<file path="config.mk">
export PLATFORM = sky130hd
export DESIGN_NAME = triangle_primitive_assembly
export DESIGN_NICKNAME = d
export VERILOG_FILES = /design/src/design/tpa_pkg.sv /design/src/design/triangle_primitive_assembly.sv
export SDC_FILE = /design/constraint.sdc
export NUM_CORES = 1
export LEC_CHECK = 0
export BUFFER_PORTS_ARGS = -buffer_cell sky130_fd_sc_hd__buf_2
export CORE_MARGIN = 5
export CORE_UTILIZATION = 25
export CTS_BUF_LIST = sky130_fd_sc_hd__clkbuf_8 sky130_fd_sc_hd__clkbuf_16
export DETAILED_ROUTE_END_ITERATION = 7
export PLACE_DENSITY = 0.39
export SLEW_MARGIN = 20
export SYNTH_ARGS = -nofsm -noshare
export SYNTH_HDL_FRONTEND = slang
export SYNTH_SLANG_ARGS = --single-unit
</file>
<file path="constraint.sdc">
create_clock -name clk -period 11.54 [get_ports clk]
set_clock_uncertainty 0.05 [all_clocks]
set_input_delay 2.308 -clock clk [delete_from_list [all_inputs] [get_ports clk]]
set_output_delay 2.308 -clock clk [all_outputs]
set_load 0.1 [all_outputs]
</file>
<file path="src/design/tpa_pkg.sv">
// Package with types, constants and helpers for the triangle primitive assembly block.
package tpa_pkg;

  // Vertex index width kept in state; wider input bits are ignored
  localparam int INDEX_WIDTH = 32;
  localparam int IN_WIDTH    = 32;
  localparam int BASE_WIDTH  = 32;
  localparam int VERT_WIDTH  = 33;
  localparam int COUNT_WIDTH = 32;
  localparam int MAXI_WIDTH  = 32;
  localparam int PAD_WIDTH   = 5;
  localparam int OUT_WIDTH   = 3 * VERT_WIDTH + COUNT_WIDTH + MAXI_WIDTH + PAD_WIDTH;

  // Configuration port
  localparam int CFG_IDX_WIDTH  = 2;
  localparam int CFG_DATA_WIDTH = 32;
  localparam logic [CFG_IDX_WIDTH-1:0] CFG_MODE = 2'd0;
  localparam logic [CFG_IDX_WIDTH-1:0] CFG_BASE = 2'd1;

  // Topology codes
  typedef enum logic [1:0] {
    MODE_LIST  = 2'd0,
    MODE_FAN   = 2'd1,
    MODE_STRIP = 2'd2,
    MODE_NONE  = 2'd3
  } mode_t;

  // Phase of the index sequence: two corners collected, then even/odd triangle
  typedef enum logic [1:0] {
    PH_FIRST  = 2'd0,
    PH_SECOND = 2'd1,
    PH_EVEN   = 2'd2,
    PH_ODD    = 2'd3
  } phase_t;

  typedef logic [INDEX_WIDTH-1:0] idx_t;

  // Result payload, last field in the lowest bits
  typedef struct packed {
    logic [PAD_WIDTH-1:0]   pad;
    logic [MAXI_WIDTH-1:0]  max_index;
    logic [COUNT_WIDTH-1:0] triangle_count;
    logic [VERT_WIDTH-1:0]  vert_c;
    logic [VERT_WIDTH-1:0]  vert_b;
    logic [VERT_WIDTH-1:0]  vert_a;
  } out_payload_t;

  // Largest of three corners
  function automatic idx_t max3(input idx_t a, input idx_t b, input idx_t c);
    idx_t m;
    m = a;
    if (b > m) m = b;
    if (c > m) m = c;
    return m;
  endfunction

endpackage

</file>
<file path="src/design/triangle_primitive_assembly.sv">
// Triangle primitive assembly: index stream in, triangles (list, fan, strip) out.
// A triangle is loaded into the output register when the index that closes it is accepted.
// Throughput: one index per cycle while in_tready is high; the state update and result compute are combinational.
// An index is taken whenever the output register is empty or being drained.
// Reset (rst_n low, synchronous) clears mode, base, primitive state and the output valid.
// An index marked tlast is processed and then clears the primitive state.
module triangle_primitive_assembly (
  input  logic                                    clk,
  input  logic                                    rst_n,
  // in_tdata: index[31:0]; in_tlast: last
  input  logic                                    in_tvalid,
  output logic                                    in_tready,
  input  logic [tpa_pkg::IN_WIDTH-1:0]            in_tdata,
  input  logic                                    in_tlast,
  // out_tdata: vert_a[32:0], vert_b[65:33], vert_c[98:66], triangle_count[130:99],
  //            max_index[162:131], zero pad[167:163]
  output logic                                    out_tvalid,
  input  logic                                    out_tready,
  output logic [tpa_pkg::OUT_WIDTH-1:0]           out_tdata,
  // Configuration write channel
  input  logic                                    cfg_valid,
  output logic                                    cfg_ready,
  input  logic [tpa_pkg::CFG_IDX_WIDTH-1:0]       cfg_index,
  input  logic [tpa_pkg::CFG_DATA_WIDTH-1:0]      cfg_data
);
  import tpa_pkg::*;

  mode_t                  mode_r;
  logic [BASE_WIDTH-1:0]  base_r;
  idx_t                   anchor_r, anchor_nxt;
  idx_t                   older_r, older_nxt;
  idx_t                   newer_r, newer_nxt;
  phase_t                 phase_r, phase_nxt;
  logic [COUNT_WIDTH-1:0] total_r, total_nxt;
  idx_t                   largest_r, largest_nxt;
  logic                   out_valid_r;
  out_payload_t           out_r, out_nxt;

  logic                   in_acc;
  logic                   emit;
  idx_t                   cur, anchor_use, ca, cb, cc, corner_max;

  assign cfg_ready  = 1'b1;
  assign in_tready  = !out_valid_r || out_tready;
  assign in_acc     = in_tvalid && in_tready;
  assign out_tvalid = out_valid_r;
  assign out_tdata  = out_r;
  assign cur        = in_tdata[INDEX_WIDTH-1:0];

  // Assemble the triangle and advance the phase
  always_comb begin
    emit       = 1'b0;
    anchor_use = (phase_r == PH_FIRST) ? cur : anchor_r;
    ca         = older_r;
    cb         = newer_r;
    cc         = cur;
    anchor_nxt = anchor_r;
    older_nxt  = older_r;
    newer_nxt  = newer_r;
    phase_nxt  = phase_r;
    unique case (mode_r)
      MODE_LIST: begin
        if (phase_r == PH_EVEN || phase_r == PH_ODD) begin
          emit      = 1'b1;
          phase_nxt = PH_FIRST;
        end else begin
          phase_nxt = phase_t'(phase_r + 2'd1);
        end
      end
      MODE_FAN, MODE_STRIP: begin
        if (phase_r == PH_EVEN || phase_r == PH_ODD) begin
          emit      = 1'b1;
          phase_nxt = (phase_r == PH_EVEN) ? PH_ODD : PH_EVEN;
          if (mode_r == MODE_FAN) begin
            ca = anchor_use;
          end else if (phase_r == PH_ODD) begin
            ca = newer_r;
            cb = older_r;
          end
        end else begin
          phase_nxt = phase_t'(phase_r + 2'd1);
        end
      end
      MODE_NONE: begin
        emit = 1'b0;
      end
    endcase
    if (mode_r != MODE_NONE) begin
      anchor_nxt = anchor_use;
      older_nxt  = newer_r;
      newer_nxt  = cur;
    end
  end

  // Update the running count and maximum, build the result
  always_comb begin
    corner_max  = max3(ca, cb, cc);
    total_nxt   = total_r;
    largest_nxt = largest_r;
    if (emit) begin
      if (total_r != {COUNT_WIDTH{1'b1}}) total_nxt = total_r + 1'b1;
      if (corner_max > largest_r) largest_nxt = corner_max;
    end
    out_nxt.pad            = '0;
    out_nxt.vert_a         = {1'b0, base_r} + {{(VERT_WIDTH-INDEX_WIDTH){1'b0}}, ca};
    out_nxt.vert_b         = {1'b0, base_r} + {{(VERT_WIDTH-INDEX_WIDTH){1'b0}}, cb};
    out_nxt.vert_c         = {1'b0, base_r} + {{(VERT_WIDTH-INDEX_WIDTH){1'b0}}, cc};
    out_nxt.triangle_count = total_nxt;
    out_nxt.max_index      = MAXI_WIDTH'(largest_nxt);
  end

  // Configuration registers
  always_ff @(posedge clk) begin
    if (!rst_n) begin
      mode_r <= MODE_LIST;
      base_r <= '0;
    end else if (cfg_valid) begin
      if (cfg_index == CFG_MODE) mode_r <= mode_t'(cfg_data[1:0]);
      else if (cfg_index == CFG_BASE) base_r <= cfg_data[BASE_WIDTH-1:0];
    end
  end

  // Primitive state; clear after the last index
  always_ff @(posedge clk) begin
    if (!rst_n) begin
      anchor_r  <= '0;
      older_r   <= '0;
      newer_r   <= '0;
      phase_r   <= PH_FIRST;
      total_r   <= '0;
      largest_r <= '0;
    end else if (in_acc) begin
      if (in_tlast) begin
        anchor_r  <= '0;
        older_r   <= '0;
        newer_r   <= '0;
        phase_r   <= PH_FIRST;
        total_r   <= '0;
        largest_r <= '0;
      end else begin
        anchor_r  <= anchor_nxt;
        older_r   <= older_nxt;
        newer_r   <= newer_nxt;
        phase_r   <= phase_nxt;
        total_r   <= total_nxt;
        largest_r <= largest_nxt;
      end
    end
  end

  // Output register: load on an emitting request, drop when taken
  always_ff @(posedge clk) begin
    if (!rst_n) begin
      out_valid_r <= 1'b0;
    end else if (in_acc) begin
      out_valid_r <= emit;
    end else if (out_tready) begin
      out_valid_r <= 1'b0;
    end
  end

  always_ff @(posedge clk) begin
    if (in_acc && emit) out_r <= out_nxt;
  end

`ifndef SYNTHESIS
  // A new result only follows an accepted request
  a_out_from_req: assert property (@(posedge clk) disable iff (!rst_n)
    $rose(out_valid_r) |-> $past(in_acc))
    else $error("result appeared without an accepted request");

  // Last index clears the primitive state
  a_last_clears: assert property (@(posedge clk) disable iff (!rst_n)
    in_acc && in_tlast |=> phase_r == PH_FIRST && total_r == '0 && largest_r == '0)
    else $error("state not cleared after last index");

  // Every shown triangle counts at least itself
  a_count_nonzero: assert property (@(posedge clk) disable iff (!rst_n)
    out_valid_r |-> out_r.triangle_count != '0)
    else $error("triangle count is zero on a valid result");
`endif

endmodule

</file>
==> results of run 1 <==
## logic make-up (layout without fill, tap and decap cells)
logic type	count (synthesis)	in the layout	share of synthesized area, %
flops	360	360	40.1
mux	130	130	6.29
simple gates	661	661	14.5
compound gates	654	654	18.8
fa+ha+maj	199	199	11.4
other cells	2	9	0.0340
buf+inv	255	493	4.64
xor+xnor	106	106	4.21
## final timing paths
path | startpoint | end | slack (ns) | cells past startpoint
worst max-delay path | mode_r[1] | largest_r[22] | 1.01 | 35
worst min-delay path | total_r[13] | total_r[13] | 0.41 | 2
worst max register to register | mode_r[1] | largest_r[22] | 1.01 | 35
worst min register to register | total_r[13] | total_r[13] | 0.41 | 2
## per-layer routing
metal / vias to the layer above / GRT usage [%]
li1: 9080 / -
met1: 8998 / 22.2
met2: 474 / 27.0
met3: 121 / 2.98
met4: 0 / 5.96
met5: - / 0
## sequential cells by signal (all words and copies together) (netlist names)
register    flops
largest_r      32
anchor_r       32
out_tvalid      1
mode_r          2
out_tdata     163
older_r        32
base_r         32
newer_r        32
total_r        32
phase_r         2
## placed cells by master (no fill, tap or decap), types with 13 or more instances in the layout
cell         n
buf_2      235
a21oi_1    231
nor2_1     200
dfxtp_1    197
ha_1       196
nand2_1    178
edfxtp_1   163
inv_1      147
o21ai_0    121
a22oi_1     76
xnor2_1     70
mux2_2      65
mux2i_1     64
nor3_1      52
a21o_1      51
clkbuf_16   48
nand3_1     39
nor3b_1     38
xor2_1      36
a22o_1      33
nand4_1     31
buf_4       30
a31oi_1     19
nand2b_1    18
o21a_1      18
a211oi_1    17
nor2b_1     16
or3_1       15
and3_1      14
and4_1      13
## layout make-up
class | instances | area, sq um
antenna | 3 | 7.51
clock buffer | 52 | 1260
clock inverter | 36 | 294
fill | 9265 | 61900
inverter | 138 | 526
multi-input combinational | 1756 | 12300
sequential | 360 | 8840
tap | 1165 | 1460
timing repair buffer | 267 | 1440
## power by group
part	internal (uW)	switching, uW
logic	157	314
clock network	871	606
registers	1350	17.4
total	2380	938
## critical path: cells and delay by family, from the launching register on
family / cells / cell delay [ns]
and+or+nand+nor: 9 / 2.39
adders and majority gates: 4 / 1.17
DFF: 1 / 0.33
muxes: 2 / 0.80
AOI/OAI and AO/OA: 12 / 3.40
buffers and inverters: 8 / 2.29
## stage by stage
step	power, uW	worst slack (ns)	std cells
after floorplan	1720	2.80	2371
after global placement	1870	0.904	3686
after detailed placement	1870	0.733	3686
after CTS	3380	0.828	3774
after global routing	3470	0.277	3775
final	3320	1.01	3777
==> reports/qor.csv, run 1 <==
stage,metric,value,unit
floorplan,ioPinCount,243,
grt,grt_pass1_vias,18600,
timing,setup_viol,0,
pwr,vdd_drop_max,0.104,mV
grt,gr-usage-all-layers,16.6,%
synth,synth_commonest_cells,"a21oi_1 (231), nor2_1 (201), dfxtp_1 (197)",
synth,syn_inst,2367,
timing,final-max-slew-violation-count,0,
timing,finalCriticalPeriod,10.53,ns
layout,fin_util,29.7,%
pwr,p_leak,0.0104,uW
synth,yosys.area.top_type,edfxtp_1,
outcome,status,"complete, no violations",
synth,ys_seq_area_share,40.1,%
detailed_routing,vias_per_cell,4.94,
min_path,hold_path_class,reg -> reg,
clock_tree,clock_latency,0.61,ns
grt,grt_max_degree,79,
detailed_routing,routedWlPerCell,21.6,um
worst_setup_path,cpMostUsedCell,buf_4,
timing,clock.fmax,95.0,MHz
layout,final_cell_area,26100,sq um
grt,antenna_found_initial,5,
detailed_routing,dr.pass1.iters,7,
floorplan,dieArea,94300,sq um
synth,async_flop_share,0,%
pwr,p_per_area,127,nW/um^2
synth,synth_top_area_share,22.2,%
synth,syn_area,22100,sq um
timing,hold_violations,0,
run,max_cap_viol_count,0,
synth,ys_types,82,
synth,ys_warn_count,0,
synth,ys.flop_type,dfxtp_1,
placement,postPlaceCellArea,24500,sq um
floorplan,fp-row-count,109,
clock_tree,cts_resized,0,
clock_tree,cts.sinks,360,
timing,relSlewSlack,39.3,%
layout,drive_gt1_share,16.6,%
synth,synth_area_leaders,"edfxtp_1 (22%), dfxtp_1 (18%), ha_1 (11%)",
detailed_routing,drc,0,
clock_tree,post_cts_buffers,0,
timing,worstMarginPinSlew,0.901,ns
detailed_routing,highest-signal-layer,met4,
placement,routabilityCongestion,0.891,
clock_tree,cts_inserted_buffers,47,
timing,hold_slack,0.412,ns
floorplan,start_util,25.1,%
detailed_routing,first_iter_violations,1135,
worst_setup_path,max_stage_delay,0.64,ns
placement,io_buffers,236,
placement,dpl.hpwl,61500,um
detailed_routing,wl_met3,4030,um
clock_tree,cts_hold_buf,0,
layout,num-nets-final,2841,
timing,rsz0062_at_grt,no,
worst_setup_path,cp-end-kind,flip-flop,
detailed_routing,num_vias,18700,
clock_tree,clockBufferDepth,3,
layout,syn_to_final_growth,18.3,%
synth,synth_edf_count,163,
timing,post-route-period-util,91.3,%
worst_setup_path,required,12.01,ns
grt,grt-ovfl-total,0,
synth,synth_most_common_cell,a21oi_1,
worst_setup_path,cp_data_arrival_time,11.00,ns
floorplan,core_area,88000,sq um
floorplan,fp.dieH,307,um
grt,grt_pass1_wl,120000,um
detailed_routing,totalWireLength,81700,um
detailed_routing,drt-met1-wl,37400,um
worst_setup_path,worstSetupStartpointType,flip-flop,
clock_tree,cts_tree,built,
worst_setup_path,worstPathMaxFanout,32,
detailed_routing,wl_met2,37100,um
detailed_routing,postRouteAntennaNets,0,
synth,ys_ff_latch,360,
floorplan,die_x,307,um
clock_tree,root_buffer,clkbuf_16,
worst_setup_path,criticalPathCategory,reg -> reg,
clock_tree,htree_levels,2,
timing,finalSetupTns,0,ns
synth,postSynthAreaPerCell,9.32,sq um
worst_setup_path,worst_path_max_delay_cell,o21ai_0,
clock_tree,clk_pin_slew_worst_paths,0.06,ns
(Power assumes the default switching activity.)
==> run 2, diff against run 1 <==
- RECOVER_POWER: not set -> 100
==> reports/qor.csv, run 2 (synthesized netlist as in run 1, its figures left out) <==
stage,metric,value,unit
worst_setup_path,max_stage_delay,0.64,ns
grt,grt_max_degree,79,
clock_tree,cts.sinks,360,
floorplan,start_util,25.1,%
placement,io_buffers,236,
timing,setup_viol,0,
worst_setup_path,cpMostUsedCell,buf_4,
detailed_routing,totalWireLength,82000,um
worst_setup_path,criticalPathCategory,reg -> reg,
detailed_routing,drt-met1-wl,37500,um
pwr,p_int,2380,uW
worst_setup_path,timing.rr.end,largest_r[22],
clock_tree,htree_levels,2,
worst_setup_path,crit_buf_inv,8,
pwr,vdd_drop_max,0.104,mV
pwr,p_leak,0.0100,uW
pwr,pwr-share-comb,14.1,%
floorplan,die_x,307,um
layout,fin_util,29.3,%
detailed_routing,vias_per_cell,4.94,
detailed_routing,highest-signal-layer,met4,
clock_tree,clock_latency,0.61,ns
clock_tree,cts_tree,built,
layout,final_cell_mix,"a21oi_1 (231), nor2_1 (200), dfxtp_1 (197)",
pwr,p_per_area,129,nW/um^2
min_path,hp-start,total_r[13],
placement,routabilityCongestion,0.891,
timing,post-route-period-util,91.9,%
detailed_routing,first_iter_violations,1137,
grt,gr-usage-all-layers,16.6,%
worst_setup_path,cp_data_arrival_time,11.07,ns
clock_tree,cts_inserted_buffers,47,
floorplan,fp.dieH,307,um
layout,fillers,9337,
detailed_routing,wl_met2,37200,um
worst_setup_path,r2r_slack,0.94,ns
layout,syn_to_final_growth,16.9,%
clock_tree,cts_hold_buf,0,
layout,final_common_cell,a21oi_1,
timing,final-max-slew-violation-count,332,
grt,grt_pass1_vias,18600,
pwr,p_total,3320,uW
worst_setup_path,worstPathMaxFanout,32,
timing,relSlewSlack,-143,%
grt,grt_pass1_wl,120000,um
layout,drive_gt1_share,9.47,%
clock_tree,clockBufferDepth,3,
worst_setup_path,required,12.01,ns
detailed_routing,routedWlPerCell,21.7,um
worst_setup_path,rr_startpoint,mode_r[1],
layout,final_cell_area,25800,sq um
timing,rsz0062_at_grt,no,
outcome,violations,"max-capacitance violations, max-slew violations",
placement,dpl.hpwl,61500,um
clock_tree,post_cts_buffers,0,
grt,antenna_found_initial,5,
min_path,hold_path_class,reg -> reg,
detailed_routing,num_vias,18600,
min_path,hold_depth,2,
clock_tree,cts_resized,0,
worst_setup_path,reg2regPathDepth,35,
worst_setup_path,worst_path_max_delay_cell,nor4_1,
worst_setup_path,cp-end-kind,flip-flop,
floorplan,core_area,88000,sq um
pwr,switchingPower,939,uW
placement,postPlaceCellArea,24500,sq um
worst_setup_path,critPathTopFamily,compound AO/OA/AOI/OAI gates,
detailed_routing,drc,0,
timing,worstMarginPinSlew,3.64,ns
grt,grt-ovfl-total,0,
timing,finalSetupTns,0,ns
pwr,p_seq_share,41.3,%
timing,hold_violations,0,
run,max_cap_viol_count,7,
min_path,holdPathEnd,total_r[13],
pwr,swShare,28.3,%
worst_setup_path,worstSetupStartpointType,flip-flop,
detailed_routing,wl_met3,4140,um
detailed_routing,postRouteAntennaNets,0,
clock_tree,root_buffer,clkbuf_16,
timing,hold_slack,0.410,ns
timing,finalCriticalPeriod,10.60,ns
layout,largest_reg_flops,163,
clock_tree,clk_pin_slew_worst_paths,0.06,ns
detailed_routing,dr.pass1.iters,5,
pwr,clockPowerShare,44.6,%
timing,clock.fmax,94.3,MHz
floorplan,dieArea,94300,sq um
floorplan,ioPinCount,243,
layout,num-nets-final,2841,
floorplan,fp-row-count,109,
outcome,status,"finished, violations left",
## run 2: cell types whose count changed in the layout (fill, tap and decap cells not counted), sizes merged
cell	change
buf	-177
clkbuf	+177
clkinvlp	+2
inv	-2
## run 2: worst max path at each step
stage | startpoint | end | cells past startpoint | slack [ns]
after detailed placement | in_tdata[31] | largest_r[30] | 30 | 0.73
after floorplan | in_tdata[31] | out_tdata[135] | 29 | 2.80
after CTS | mode_r[1] | largest_r[22] | 36 | 0.83
after global routing | mode_r[1] | largest_r[3] | 35 | 0.19
final | mode_r[1] | largest_r[22] | 35 | 0.94
after global placement | in_tdata[31] | largest_r[21] | 30 | 0.90
## run 2: final cells by class
cell class | instances | area, sq um | area share (%)
antenna | 3 | 7.51 | 0.0291
sequential | 360 | 8840 | 34.2
inverter | 138 | 520 | 2.02
clock buffer | 52 | 1260 | 4.87
timing repair buffer | 267 | 1200 | 4.65
multi-input combinational | 1756 | 12200 | 47.4
clock inverter | 36 | 294 | 1.14
tap | 1165 | 1460 | 5.65
## run 2: metrics by stage
step | instances | worst slack, ns
floorplan | 2371 | 2.80
global placement | 3686 | 0.904
detailed placement | 3686 | 0.733
CTS | 3774 | 0.828
global route | 3775 | 0.193
finish | 3777 | 0.940
## run 2: worst min-delay path, stage by stage (launching register included)
cell and delay (ns):
dfxtp_1 0.31, nand2_1 0.05, a21oi_1 0.05
## run 2: metal layers
metal / track usage [%] / vias up
met4: 5.96 / 0
met5: 0 / -
met3: 2.98 / 125
met2: 27.0 / 441
met1: 22.2 / 8996
li1: - / 9079
## run 2: power by group through the flow
| stage | combinational [uW] | clock (uW) | sequential (uW) |
|---|---|---|---|
| finish | 469 | 1480 | 1370 |
| CTS | 476 | 1540 | 1370 |
| detailed placement | 474 | 0 | 1400 |
| global route | 513 | 1580 | 1370 |
| floorplan | 296 | 0 | 1420 |
| global placement | 471 | 0 | 1400 |
==> run 3, diff against run 2 <==
- CORE_UTILIZATION: 25 -> 47
- PLACE_DENSITY: 0.39 -> 0.64
==> reports/qor.csv, run 3 (synthesized netlist as in run 1, its figures left out) <==
stage,metric,value,unit
outcome,status,"finished, violations left",
worst_setup_path,required,12.01,ns
detailed_routing,dr.pass1.iters,6,
floorplan,die_x,227,um
pwr,p_per_area,130,nW/um^2
clock_tree,clk_pin_slew_worst_paths,0.06,ns
timing,fin_ws,1.03,ns
timing,worstMarginPinSlew,4.06,ns
clock_tree,htree_levels,2,
grt,antenna_found_initial,5,
layout,drive_gt1_share,8.85,%
grt,grt_max_degree,90,
timing,finalSetupTns,0,ns
clock_tree,cts_resized,0,
pwr,vdd_drop_max,0.101,mV
worst_setup_path,startpoint,mode_r[1],
timing,clock.fmax,95.2,MHz
floorplan,fp.dieH,227,um
placement,dpl.hpwl,51000,um
grt,gr-usage-all-layers,25.7,%
placement,routabilityCongestion,0.930,
grt,grt_pass1_wl,104000,um
worst_setup_path,setup.worst_path.end,largest_r[24],
placement,io_buffers,236,
pwr,p_leak,0.00996,uW
layout,final_cell_mix,"a21oi_1 (231), nor2_1 (200), dfxtp_1 (197)",
floorplan,start_util,47.5,%
worst_setup_path,r2r_slack,1.03,ns
timing,relSlewSlack,-171,%
timing,finalCriticalPeriod,10.51,ns
grt,grt_pass1_vias,18400,
worst_setup_path,cp_data_arrival_time,10.97,ns
timing,setup_viol,0,
floorplan,fp-row-count,79,
clock_tree,post_cts_buffers,0,
detailed_routing,drc,0,
timing,rsz0062_at_grt,no,
timing,final-max-slew-violation-count,655,
detailed_routing,vias_per_cell,5.97,
worst_setup_path,cp-end-kind,flip-flop,
run,max_cap_viol_count,12,
layout,stdcell_count,3211,
worst_setup_path,timing.rr.end,largest_r[24],
clock_tree,clockBufferDepth,3,
min_path,hold_path_class,reg -> reg,
layout,syn_to_final_growth,13.3,%
detailed_routing,totalWireLength,68400,um
detailed_routing,num_vias,19200,
outcome,violations,"max-capacitance violations, max-slew violations",
placement,place_ws,0.813,ns
worst_setup_path,criticalPathCategory,reg -> reg,
clock_tree,cts_tree,built,
worst_setup_path,rr_startpoint,mode_r[1],
floorplan,ioPinCount,243,
grt,grt-ovfl-total,0,
layout,largest_reg_flops,163,
worst_setup_path,worstPathMaxFanout,21,
detailed_routing,first_iter_violations,2042,
timing,hold_violations,0,
clock_tree,cts_hold_buf,0,
clock_tree,clock_latency,0.58,ns
worst_setup_path,worst_path_max_delay_cell,ha_1,
layout,final_common_cell,a21oi_1,
floorplan,core_area,46500,sq um
worst_setup_path,worstSetupStartpointType,flip-flop,
layout,num-nets-final,2838,
clock_tree,cts_inserted_buffers,42,
timing,post-route-period-util,91.0,%
worst_setup_path,max_stage_delay,0.69,ns
clock_tree,root_buffer,clkbuf_16,
worst_setup_path,reg2regPathDepth,33,
floorplan,dieArea,51400,sq um
clock_tree,cts.sinks,360,
pwr,p_total,3250,uW
detailed_routing,postRouteAntennaNets,0,
placement,placed_cells,3130,
detailed_routing,routedWlPerCell,21.3,um
-- run 3: changes by cell type in the layout (fill, tap and decap cells not counted), moves of 2 or more --
cell | previous run | this run
clkinvlp_4 | 4 | 1
inv_1 | 147 | 144
clkbuf_16 | 48 | 45
clkbuf_1 | 176 | 178
mux2_2 | 65 | 57
mux2_1 | 0 | 8
buf_12 | 2 | 0
bufinv_16 | 4 | 7
clkinv_1 | 5 | 3
diode_2 | 3 | 5
-- run 3: layout make-up --
type,count,area (sq um)
flip-flops and latches,360,8840
diodes,5,12.5
clock buffers,48,1170
repair buffers,269,1180
clock inverters,28,313
inverters,138,520
multi-input cells,1756,12200
well taps,607,759
fillers,4340,21500
-- run 3: critical path, delay by kind of cell, from the launching register on --
kind	cells	cell delay (ns)
flip-flops	1	0.32
multiplexers	2	0.79
AND/OR/NAND/NOR	8	2.03
AO/OA/AOI/OAI	12	3.39
buffers and inverters	7	2.24
adder cells (fa/ha/maj)	4	1.61
-- run 3: per-stage QoR --
stage / hold WS (ns) / utilization [%] / cell area (sq um)
CTS: 0.408 / 54.5 / 25300
floorplan: 0.382 / - / 22100
global placement: 0.389 / 51.3 / 23800
detailed placement: 0.400 / 51.3 / 23800
finish: 0.408 / 53.8 / 25000
global route: 0.429 / 53.8 / 25000
-- run 3: layer usage --
layer | track usage (%) | up-vias | share of wire [%] | wire length [um]
met3 | 4.25 | 133 | 8.2 | 5640
met5 | 0 | - | 0.019 | 13
li1 | - | 9060 | - | -
met1 | 35.2 | 9198 | 43 | 29300
met4 | 9.45 | 2 | 3.5 | 2370
met2 | 41.1 | 773 | 45 | 31000
-- run 3: power by group --
| group | internal, uW | switching, uW |
|---|---|---|
| Clock | 879 | 550 |
| Combinational | 153 | 300 |
| Sequential | 1350 | 17.1 |
| Total | 2380 | 867 |
-- run 3: how the worst min path moves through the flow --
stage | slack (ns) | to | startpoint | cells after the start
3_5_place_dp | 0.40 | total_r[13] | total_r[13] | 2
4_1_cts | 0.41 | total_r[13] | total_r[13] | 2
6_report | 0.41 | total_r[13] | total_r[13] | 2
3_3_place_gp | 0.39 | total_r[13] | total_r[13] | 2
2_1_floorplan | 0.38 | total_r[13] | total_r[13] | 2
5_1_grt | 0.43 | total_r[13] | total_r[13] | 2
